File: config.mk
export PLATFORM = sky130hd
export DESIGN_NAME = rfm_blend
export DESIGN_NICKNAME = d
export VERILOG_FILES = /design/src/design/rfm_blend.sv
export SDC_FILE = /design/constraint.sdc
export NUM_CORES = 2
export LEC_CHECK = 0
export ABC_AREA = 1
export CAP_MARGIN = 10
export CORE_ASPECT_RATIO = 0.9
export CORE_UTILIZATION = 60
export CTS_CLUSTER_DIAMETER = 150
export DETAILED_ROUTE_END_ITERATION = 8
export DONT_BUFFER_PORTS = 1
export PLACE_DENSITY = 0.8
export SLEW_MARGIN = 20
export SYNTH_ARGS = -nofsm -noshare
export SYNTH_HDL_FRONTEND = slang
export SYNTH_SLANG_ARGS = --single-unit
File: constraint.sdc
create_clock -name clk -period 6.9 [get_ports clk]
set_input_delay 0 -clock clk [delete_from_list [all_inputs] [get_ports clk]]
set_output_delay 0 -clock clk [all_outputs]
set_load 0.01 [all_outputs]
File: src/design/rfm_blend.sv
// rfm_blend: blends wall point and player position by the weight, then takes the texel.
// Three register stages. Depends on nothing else.
module rfm_blend #(
  parameter int TEX_SIZE = 64
) (
  input  logic        clk,
  input  logic [17:0] weight,
  input  logic [24:0] wall,
  input  logic [23:0] player,
  output logic [5:0]  texel
);

  localparam int TW = $clog2(TEX_SIZE + 1);

  logic [42:0]        p_wall;
  logic signed [43:0] p_plr;
  logic signed [45:0] sum;
  logic signed [18:0] coef;
  logic [15:0]        frac;
  logic [TW+15:0]     prod;

  always_comb begin
    coef = 19'sh10000 - $signed({1'b0, weight});
    if (sum[45]) begin
      frac = '0;
    end else if (|sum[45:40]) begin
      frac = 16'hFFFF;
    end else begin
      frac = sum[31:16];
    end
    prod = (TW+16)'(frac) * (TW+16)'(TEX_SIZE);
  end

  always_ff @(posedge clk) begin
    p_wall <= 43'(weight) * 43'(wall);
    p_plr  <= coef * $signed({1'b0, player});
    sum    <= $signed({3'b0, p_wall}) + $signed({{2{p_plr[43]}}, p_plr});
    texel  <= 6'(prod >> 16);
  end

endmodule

==> reports/results.txt <==
Average cell area after synthesis - 7.30 µm²
Final period util - 90.3%
Fillers - 5368
Io pins - 74
Number of buffers inserted during clock tree synthesis - 9
Max-slew violation count - 0
Overflow after GRT - 0
CTS tree - yes
Area Growth Syn to Fin - 2.23%
Max stage delay on crit path - 550 ps
Wire length on met2 - 43100 µm
Mapped cell area - 36300 µm²
Crit-path slowest cell - fa_1
Clk Latency, worst-skew pair - 370 ps
Share of post-route cells with drive strength above 1 - 1.45%
Via count - 30200
DR WL/cell - 17.7 µm
Min cycle time layout - 6230 ps
Sequential area share after synthesis - 5.74%
Clk sinks - 104
Port Buf Inserts - 0
Placer Congestion - 1.01
Synth warn - 0
Met3 routed WL - 12700 µm
All-Layer GR Usage - 33.8%
M1 WL - 41600 µm
# DRC - 3
CORE AREA - 59800 µm²
Outcome - finished with violations
TritonRoute pass-1 iters - 9
Hpwl dp - 82800 µm
Crit path DAT - 6460 ps
Initial Util - 60.7%
Die area - 61500 µm²
Htree depth - 3
Post-CTS setup buffers - 0
Die Wd - 261 µm
Critical Path RT - 7130 ps
Final setup skew - 12.0 ps
Number of global-route vias before repair - 30900
Antenna violations before repair - 2
CP Capture Type - flip-flop
CP startpoint kind - primary input
Synthesized flop and latch total - 104
RSZ-0062 raised after global routing - no
CTS Buffer Depth - 2
Achievable Freq - 161 MHz
Global-route wire length before repair - 161000 µm
Worst Hold Class - primary input to flip-flop
DR vias/cell - 5.36
Crit path max fanout - 51
Critical path type - primary input to flip-flop
Number of diodes - 0
Netlist cell types - 41
Clock-pin slew on the worst setup and hold paths - 80 ps
Setup_tns - 0 ps
Final setup viols - 0
ANT nets after route - 0
Most used cell along the critical path - nand2_1
Root Buffer - clkbuf_16
1st-iter DRT viols - 2698
Failing checks - DRC
Total Nets Final - 5980
Top sig layer - met5
Max-Slew Margin vs Limit - 50.5%
Final Hold Violating Endpoints - 0
Least-Margin Pin Slew - 742 ps
Final wirelength - 99500 µm
Cell Rows - 85
Die Y - 235 µm
Syn_nets - 6112
Max Cap Viol - 0
Largest net degree at the start of global routing - 52
Post-Syn Instances - 4971
cell families (layout without fill, tap and decap cells):
family	count (synthesis)	after routing	share of synthesized area, %
AOI/OAI and AO/OA	153	153	2.24
xor gates and xnor gates	49	49	1.18
adders and majority gates	1073	1073	52.3
buffers and inverters	1555	1428	16.4
DFF	104	104	5.74
and+or+nand+nor	2037	2037	22.1
final timing paths:
kind                           from                   to  slack, ps  cells after the start
setup / recovery          weight[0]    p_plr[29]$_DFF_P_        670                     30
hold / removal            player[2]     p_plr[2]$_DFF_P_         20                      4
setup reg to reg  p_plr[40]$_DFF_P_      sum[43]$_DFF_P_       4870                     10
hold reg to reg     sum[31]$_DFF_P_  texel[5]$_SDFF_PP0_        440                      2
synth_stat cells (all sizes together):
master | instances | area, µm²
nand4 | 10 | 62.6
inv | 1375 | 5160
xnor2 | 12 | 105
nor3 | 33 | 181
buf | 64 | 340
nor3b | 1 | 7.51
nor2 | 319 | 1220
clkbuf | 113 | 424
nand2b | 2 | 12.5
a21boi | 1 | 7.51
nand2 | 1518 | 5730
a21oi | 94 | 470
a21o | 1 | 7.51
nand3 | 137 | 708
nor4 | 3 | 18.8
a31oi | 6 | 37.5
dfxtp | 104 | 2080
or2 | 5 | 31.3
o21ai | 38 | 194
and2 | 5 | 31.3
xor2 | 37 | 324
clkinv | 3 | 11.3
o21bai | 13 | 97.6
ha | 332 | 4150
nand3b | 4 | 30.0
fa | 741 | 14800
critical path, delay by kind of cell:
kind | cells | cell delay [ps]
AND/OR/NAND/NOR | 14 | 1810
AO/OA/AOI/OAI | 1 | 120
adder cells (fa/ha/maj) | 8 | 3800
buffers and inverters | 7 | 710
what timing repair did:
action / 4_1_cts / 5_1_grt
resized for setup: 0 / 0
endpoints found under the hold margin: 5 / 0
hold buffers: 10 / 0
cells in the final DEF (no fill, tap or decap), types with 3 or more instances in the layout:
cell type / count
nand4_1: 10
o21bai_1: 13
nand2_2: 6
xnor2_1: 12
clkbuf_16: 9
inv_2: 5
buf_4: 24
clkinv_4: 3
clkinv_1: 3
and2_1: 5
nand2_1: 1510
o21ai_0: 36
nor3_1: 31
nor2_1: 312
inv_1: 1370
a21oi_1: 94
nor2_2: 6
dfxtp_1: 104
dlygate4sd3_1: 10
or2_2: 4
ha_1: 332
fa_1: 741
a31oi_1: 6
xor2_1: 37
nor4_1: 3
nand3_1: 134
nand3b_1: 4
cell type report:
class                   instances  area [µm²]  area share, %
flip-flops and latches        104        2080           5.61
repair buffers                 34         280          0.756
clock inverters                 7        87.6          0.236
well taps                     783         980           2.64
clock buffers                   9         225          0.607
inverters                    1378        5170           13.9
multi-input cells            3312       28300           76.2
metal layers:
layer / vias up / track usage, %
met5: - / 0
li1: 13900 / -
met2: 1574 / 50.9
met4: 4 / 6.73
met1: 14500 / 48.7
met3: 198 / 9.70
through the flow:
step | utilization [%] | instance area, µm² | instances | worst slack (ps) | hold WS, ps
after floorplan | - | 36300 | 4971 | 563 | 97.6
after global placement | 61.4 | 36700 | 5601 | 458 | 109
after detailed placement | 61.4 | 36700 | 5601 | 351 | 110
after CTS | 62.1 | 37100 | 5627 | 733 | 17.5
after global routing | 62.1 | 37100 | 5627 | 246 | 30.5
final | 62.1 | 37100 | 5627 | 672 | 24.5
state kept, by name, summed over array words and instances, names as in the netlist:
name    count
sum        11
texel       6
p_wall     43
p_plr      44
Power is left out: the tool's default activity adds up to more than one toggle a clock period on the data nets, which glitch-free logic cannot reach.
