==> config.mk <==
export PLATFORM = sky130hd
export DESIGN_NAME = rfm_div_pipe
export DESIGN_NICKNAME = d
export VERILOG_FILES = /design/src/design/rfm_div_pipe.sv
export SDC_FILE = /design/constraint.sdc
export NUM_CORES = 2
export LEC_CHECK = 0
export BUFFER_PORTS_ARGS = -buffer_cell sky130_fd_sc_hd__buf_4
export CAP_MARGIN = 0
export CORE_ASPECT_RATIO = 2
export CORE_MARGIN = 5
export CORE_UTILIZATION = 60
export CTS_CLUSTER_DIAMETER = 200
export CTS_CLUSTER_SIZE = 14
export DETAILED_ROUTE_END_ITERATION = 10
export GPL_TIMING_DRIVEN = 0
export PLACE_DENSITY = 0.81
export SKIP_CTS_REPAIR_TIMING = 1
export SKIP_LAST_GASP = 1
export SYNTH_ARGS = -nofsm -noshare
export SYNTH_HDL_FRONTEND = slang
export SYNTH_SLANG_ARGS = --single-unit
==> constraint.sdc <==
create_clock -name clk -period 3.6 [get_ports clk]
set_input_delay 0.18 -clock clk [delete_from_list [all_inputs] [get_ports clk]]
set_output_delay 0.18 -clock clk [all_outputs]
set_load 0.005 [all_outputs]
==> src/design/rfm_div_pipe.sv <==
// rfm_div_pipe: restoring divider, one quotient bit per register stage.
// Quotient must fit in QW bits. Depends on nothing else.
module rfm_div_pipe #(
  parameter int NW = 40,
  parameter int DW = 24,
  parameter int QW = 18,
  parameter int SW = 8
) (
  input  logic          clk,
  input  logic          rst,
  input  logic          in_vld,
  input  logic [NW-1:0] num,
  input  logic [DW-1:0] den,
  input  logic [SW-1:0] in_side,
  output logic          out_vld,
  output logic [QW-1:0] quo,
  output logic [SW-1:0] out_side
);

  logic          vld   [QW+1];
  logic [DW-1:0] rem   [QW+1];
  logic [NW-1:0] num_q [QW+1];
  logic [DW-1:0] den_q [QW+1];
  logic [QW-1:0] quo_q [QW+1];
  logic [SW-1:0] side  [QW+1];

  always_ff @(posedge clk) begin
    if (rst) begin
      vld[0] <= 1'b0;
    end else begin
      vld[0] <= in_vld;
    end
    rem[0]   <= DW'(num >> QW);
    num_q[0] <= num;
    den_q[0] <= den;
    quo_q[0] <= '0;
    side[0]  <= in_side;
  end

  for (genvar s = 0; s < QW; s++) begin : g_stage
    logic [DW:0] trial;
    logic        ge;
    logic [DW:0] diff;
    always_comb begin
      trial = {rem[s], num_q[s][QW-1-s]};
      ge    = trial >= {1'b0, den_q[s]};
      diff  = trial - {1'b0, den_q[s]};
    end
    always_ff @(posedge clk) begin
      if (rst) begin
        vld[s+1] <= 1'b0;
      end else begin
        vld[s+1] <= vld[s];
      end
      rem[s+1]   <= ge ? diff[DW-1:0] : trial[DW-1:0];
      num_q[s+1] <= num_q[s];
      den_q[s+1] <= den_q[s];
      quo_q[s+1] <= {quo_q[s][QW-2:0], ge};
      side[s+1]  <= side[s];
    end
  end

  assign out_vld  = vld[QW];
  assign quo      = quo_q[QW];
  assign out_side = side[QW];

endmodule

==> summary.md <==
| Metric | Value |
|---|---|
| Status | `complete, but fails checks` |
| Failing checks | `negative setup slack` |
| Sw Pwr | `about 24 mW` |
| Reg2reg path depth | `11` |
| Final Util | `0.684` |
| Avg Synthesized Cell Area | `roughly 10 um^2` |
| Critical path fanouts, max | `10` |
| Fillcell total | `approximately 6.7k` |
| CP Depth | `11` |
| Layout cells sized above 1 | `0.0995` |
| Global-route wire length before repair | `approximately 210,000 um` |
| Critical Path Source Type | `register` |
| Antenna violations before repair | `2` |
| Post-synth top flop | `dfxtp_1` |
| Drt pass-1 iters | `6` |
| Reg2Reg Setup Slack | `-60 ps` |
| CP startpoint | `den_q[9][9]$_DFF_P_` |
| Cell Chain, Critical Path | `inv_1 > ha_1 > nand3_1 > nor2_1 > o2111ai_4 > a211oi_1 > nor2_2 > nand2_1 > a41oi_2 > buf_4 > o31ai_2` |
| Commonest non-fill, non-tap cells in the layout | `1,371 x dfxtp_1, 535 x inv_1, 428 x ha_1` |
| Max-cap check violation count | `0` |
| Starting density of the core | `0.604` |
| IO buf count | `about 100` |
| YS warnings | `0` |
| Fin cells | `a little under 7k` |
| RSZ-0062 raised after global routing | `true` |
| Tightest Pin Transition | `approximately 1100 ps` |
| Internal | `~36 mW` |
| Area share of the largest cell type after synthesis | `0.512` |
| Setup_tns | `-137 ps` |
| Slew margin rel. | `0.249` |
| Synthesis-to-finish area growth | `13.2%` |
| Place WS | `-1190 ps` |
| Combinational power share | `0.484` |
| Num CTS Buffers | `108` |
| Ports | `102` |
| DIE AREA | `around 0.096 mm^2` |
| Post-detail-place hpwl | `approximately 110,000 um` |
| Net Count, Synth | `~5.9k` |
| Area of the core | `around 0.09 mm^2` |
| Clk_skew | `44.1 ps` |
| CP Buf/Inv Count | `2` |
| Post-route DRC | `0` |
| Chip Height | `around 430 um` |
| Drt total wl | `around 150,000 um` |
| Static Leak | `between 20 and 30 nW` |
| Worst Path Arrival | `4220 ps` |
| Area of the mapped netlist | `0.0538 mm^2` |
| Clk pwr share | `0.175` |
| R2R Path Start | `den_q[9][9]$_DFF_P_` |
| Global placement routability congestion | `around 1` |
| FFs w/ async S/R, synth | `0` |
| Tot GR Track Use | `0.286` |
| Die width | `approximately 220 um` |
| Cells after Synth | `between 5k and 6k` |
| Seq pwr share | `0.342` |
| Clk slew on worst S/H paths | `approximately 70 ps` |
| Top cells by area, synth | `dfxtp_1 51%, ha_1 10%, inv_1 3.7%` |
| CTS tree | `yes` |
| Sw frac | `0.403` |
| Vias/cell | `about 5.7` |
| Final Critical Period | `about 3700 ps` |
| Delay of the slowest critical-path stage | `530 ps` |
| Worst Hold Class | `in -> reg` |
| Routed Antenna Nets | `0` |
| Largest net degree at the start of global routing | `18` |
| Register area share after synthesis | `0.512` |
| FP Rows | `between 150 and 200` |
| H-tree level count | `3` |
| Required @ worst endpoint | `roughly 4200 ps` |
| GRT Residual Overflow | `0` |
| Root Buffer | `clkbuf_16` |
| CTS Sinks | `between 1k and 1.5k` |
| Min-delay src | `num[23]` |
| Period Utilization, post-route | `1.02` |
| Power per Cell Area | `between 900 and 1000 mW/mm^2` |
| # setup viols final | `5` |
| WL/cell | `between 20 and 25 um` |
| Count of cell types in the netlist | `91` |
| Fin Hold WS | `around 63 ps` |
| Max IR drop VDD | `~0.56 mV` |
| Clk buf depth | `3` |
| Fmax | `roughly 270 MHz` |
| CP max stage cell | `o31ai_2` |
| FF-to-FF End | `rem[10][17]$_DFF_P_` |
| Worst-Skew Late Latency | `760 ps` |
| Vias | `39.2k` |
| Placed cells | `about 6.6k` |
| Setup WS post-layout | `-60.2 ps` |
| Pins Over Slew Limit | `0` |
| Final nets | `approximately 6.2k` |
| #FFs+latches synth | `1,375` |
| Family with the most delay on the worst path | `compound AO/OA/AOI/OAI gates` |
| Post-synth EDFFs | `0` |
| Initial DRC count | `between 1.5k and 2k` |
| Post-synth top area cell | `dfxtp_1` |
| Worst setup EP type | `register` |
| Worst Setup EP | `rem[10][17]$_DFF_P_` |
| Most common cell after layout, fill and taps aside | `dfxtp_1` |
| Vias in the first global route | `approximately 40k` |
| Final hold vios | `0` |
| Setup CP Type | `reg -> reg` |
through the flow:
stage | area, um^2 | total power, mW
after floorplan | 53800 | 39.6
after global placement | 56000 | 47.2
after detailed placement | 56000 | 47.9
after CTS | 58900 | 58.6
after global routing | 60800 | 64.1
final | 60900 | 60.7
sequential cells by signal, summed over array words and instances (netlist names):
name	flops
num_q	193
rem	408
vld	19
quo_q	171
side	152
den_q	432
cell usage after synthesis, types with 14 or more instances:
| library cell | number |
|---|---|
| a211oi_1 | 34 |
| a21o_1 | 173 |
| a21oi_1 | 348 |
| a31oi_1 | 45 |
| and2_1 | 14 |
| and3_1 | 28 |
| buf_2 | 30 |
| clkbuf_1 | 77 |
| dfxtp_1 | 1375 |
| fa_1 | 17 |
| ha_1 | 431 |
| inv_1 | 536 |
| mux2_1 | 15 |
| mux2_2 | 74 |
| mux2_4 | 26 |
| mux2i_1 | 16 |
| nand2_1 | 406 |
| nand2b_1 | 59 |
| nand3_1 | 82 |
| nand4_1 | 59 |
| nor2_1 | 287 |
| nor2b_1 | 78 |
| nor3_1 | 32 |
| nor4_1 | 23 |
| o211ai_1 | 25 |
| o21a_1 | 54 |
| o21ai_0 | 342 |
| o21ai_1 | 23 |
| o21bai_1 | 40 |
| o31a_1 | 23 |
| o31ai_1 | 33 |
| or3_1 | 17 |
| xnor2_1 | 169 |
| xor2_1 | 149 |
kinds of logic after synthesis:
logic type,count (synthesis),share of synthesized area
buf+inv,663,0.0493
compound gates,1292,0.153
simple gates,1130,0.0979
flops,1375,0.512
xor+xnor,318,0.0518
fa+ha+maj,448,0.107
mux,131,0.0289
metal layers:
layer / up-vias / GRT usage / wire length [um]
met3: 728 / 0.0464 / 4740
li1: 18800 / - / -
met1: 18400 / 0.168 / 35600
met5: - / 0 / 0
met2: 1139 / 0.597 / 83200
met4: 0 / 0.349 / 21800
worst min-delay path by stage:
stage,end,slack (ps),depth (start not counted)
after floorplan,den_q[0][0]$_DFF_P_,210,0
after global placement,num_q[0][0]$_DFF_P_,280,1
after detailed placement,side[0][0]$_DFF_P_,290,1
after CTS,num_q[0][23]$_DFF_P_,-520,1
after global routing,num_q[0][23]$_DFF_P_,40,2
final,num_q[0][23]$_DFF_P_,60,2
area by class of cell:
class	instances	area, um^2	share of cell area
Sequential cell	1375	27500	0.452
Buffer	124	820	0.0135
Inverter	536	2010	0.0331
Clock buffer	108	2700	0.0444
Multi-Input combinational cell	3319	24300	0.399
Clock inverter	8	195	0.00321
Timing Repair Buffer	210	1860	0.0305
Tap cell	1177	1470	0.0242
Antenna cell	1	2.50	0.0000411
power groups by stage:
stage	registers [mW]	logic, mW	clock network (mW)
after floorplan	20.5	19.1	0
after global placement	20.9	26.3	0
after detailed placement	21.0	26.9	0
after CTS	20.7	27.1	10.8
final	20.7	29.4	10.6
after global routing	21.1	31.6	11.4
Note: power is estimated with default switching activity, not from simulation.
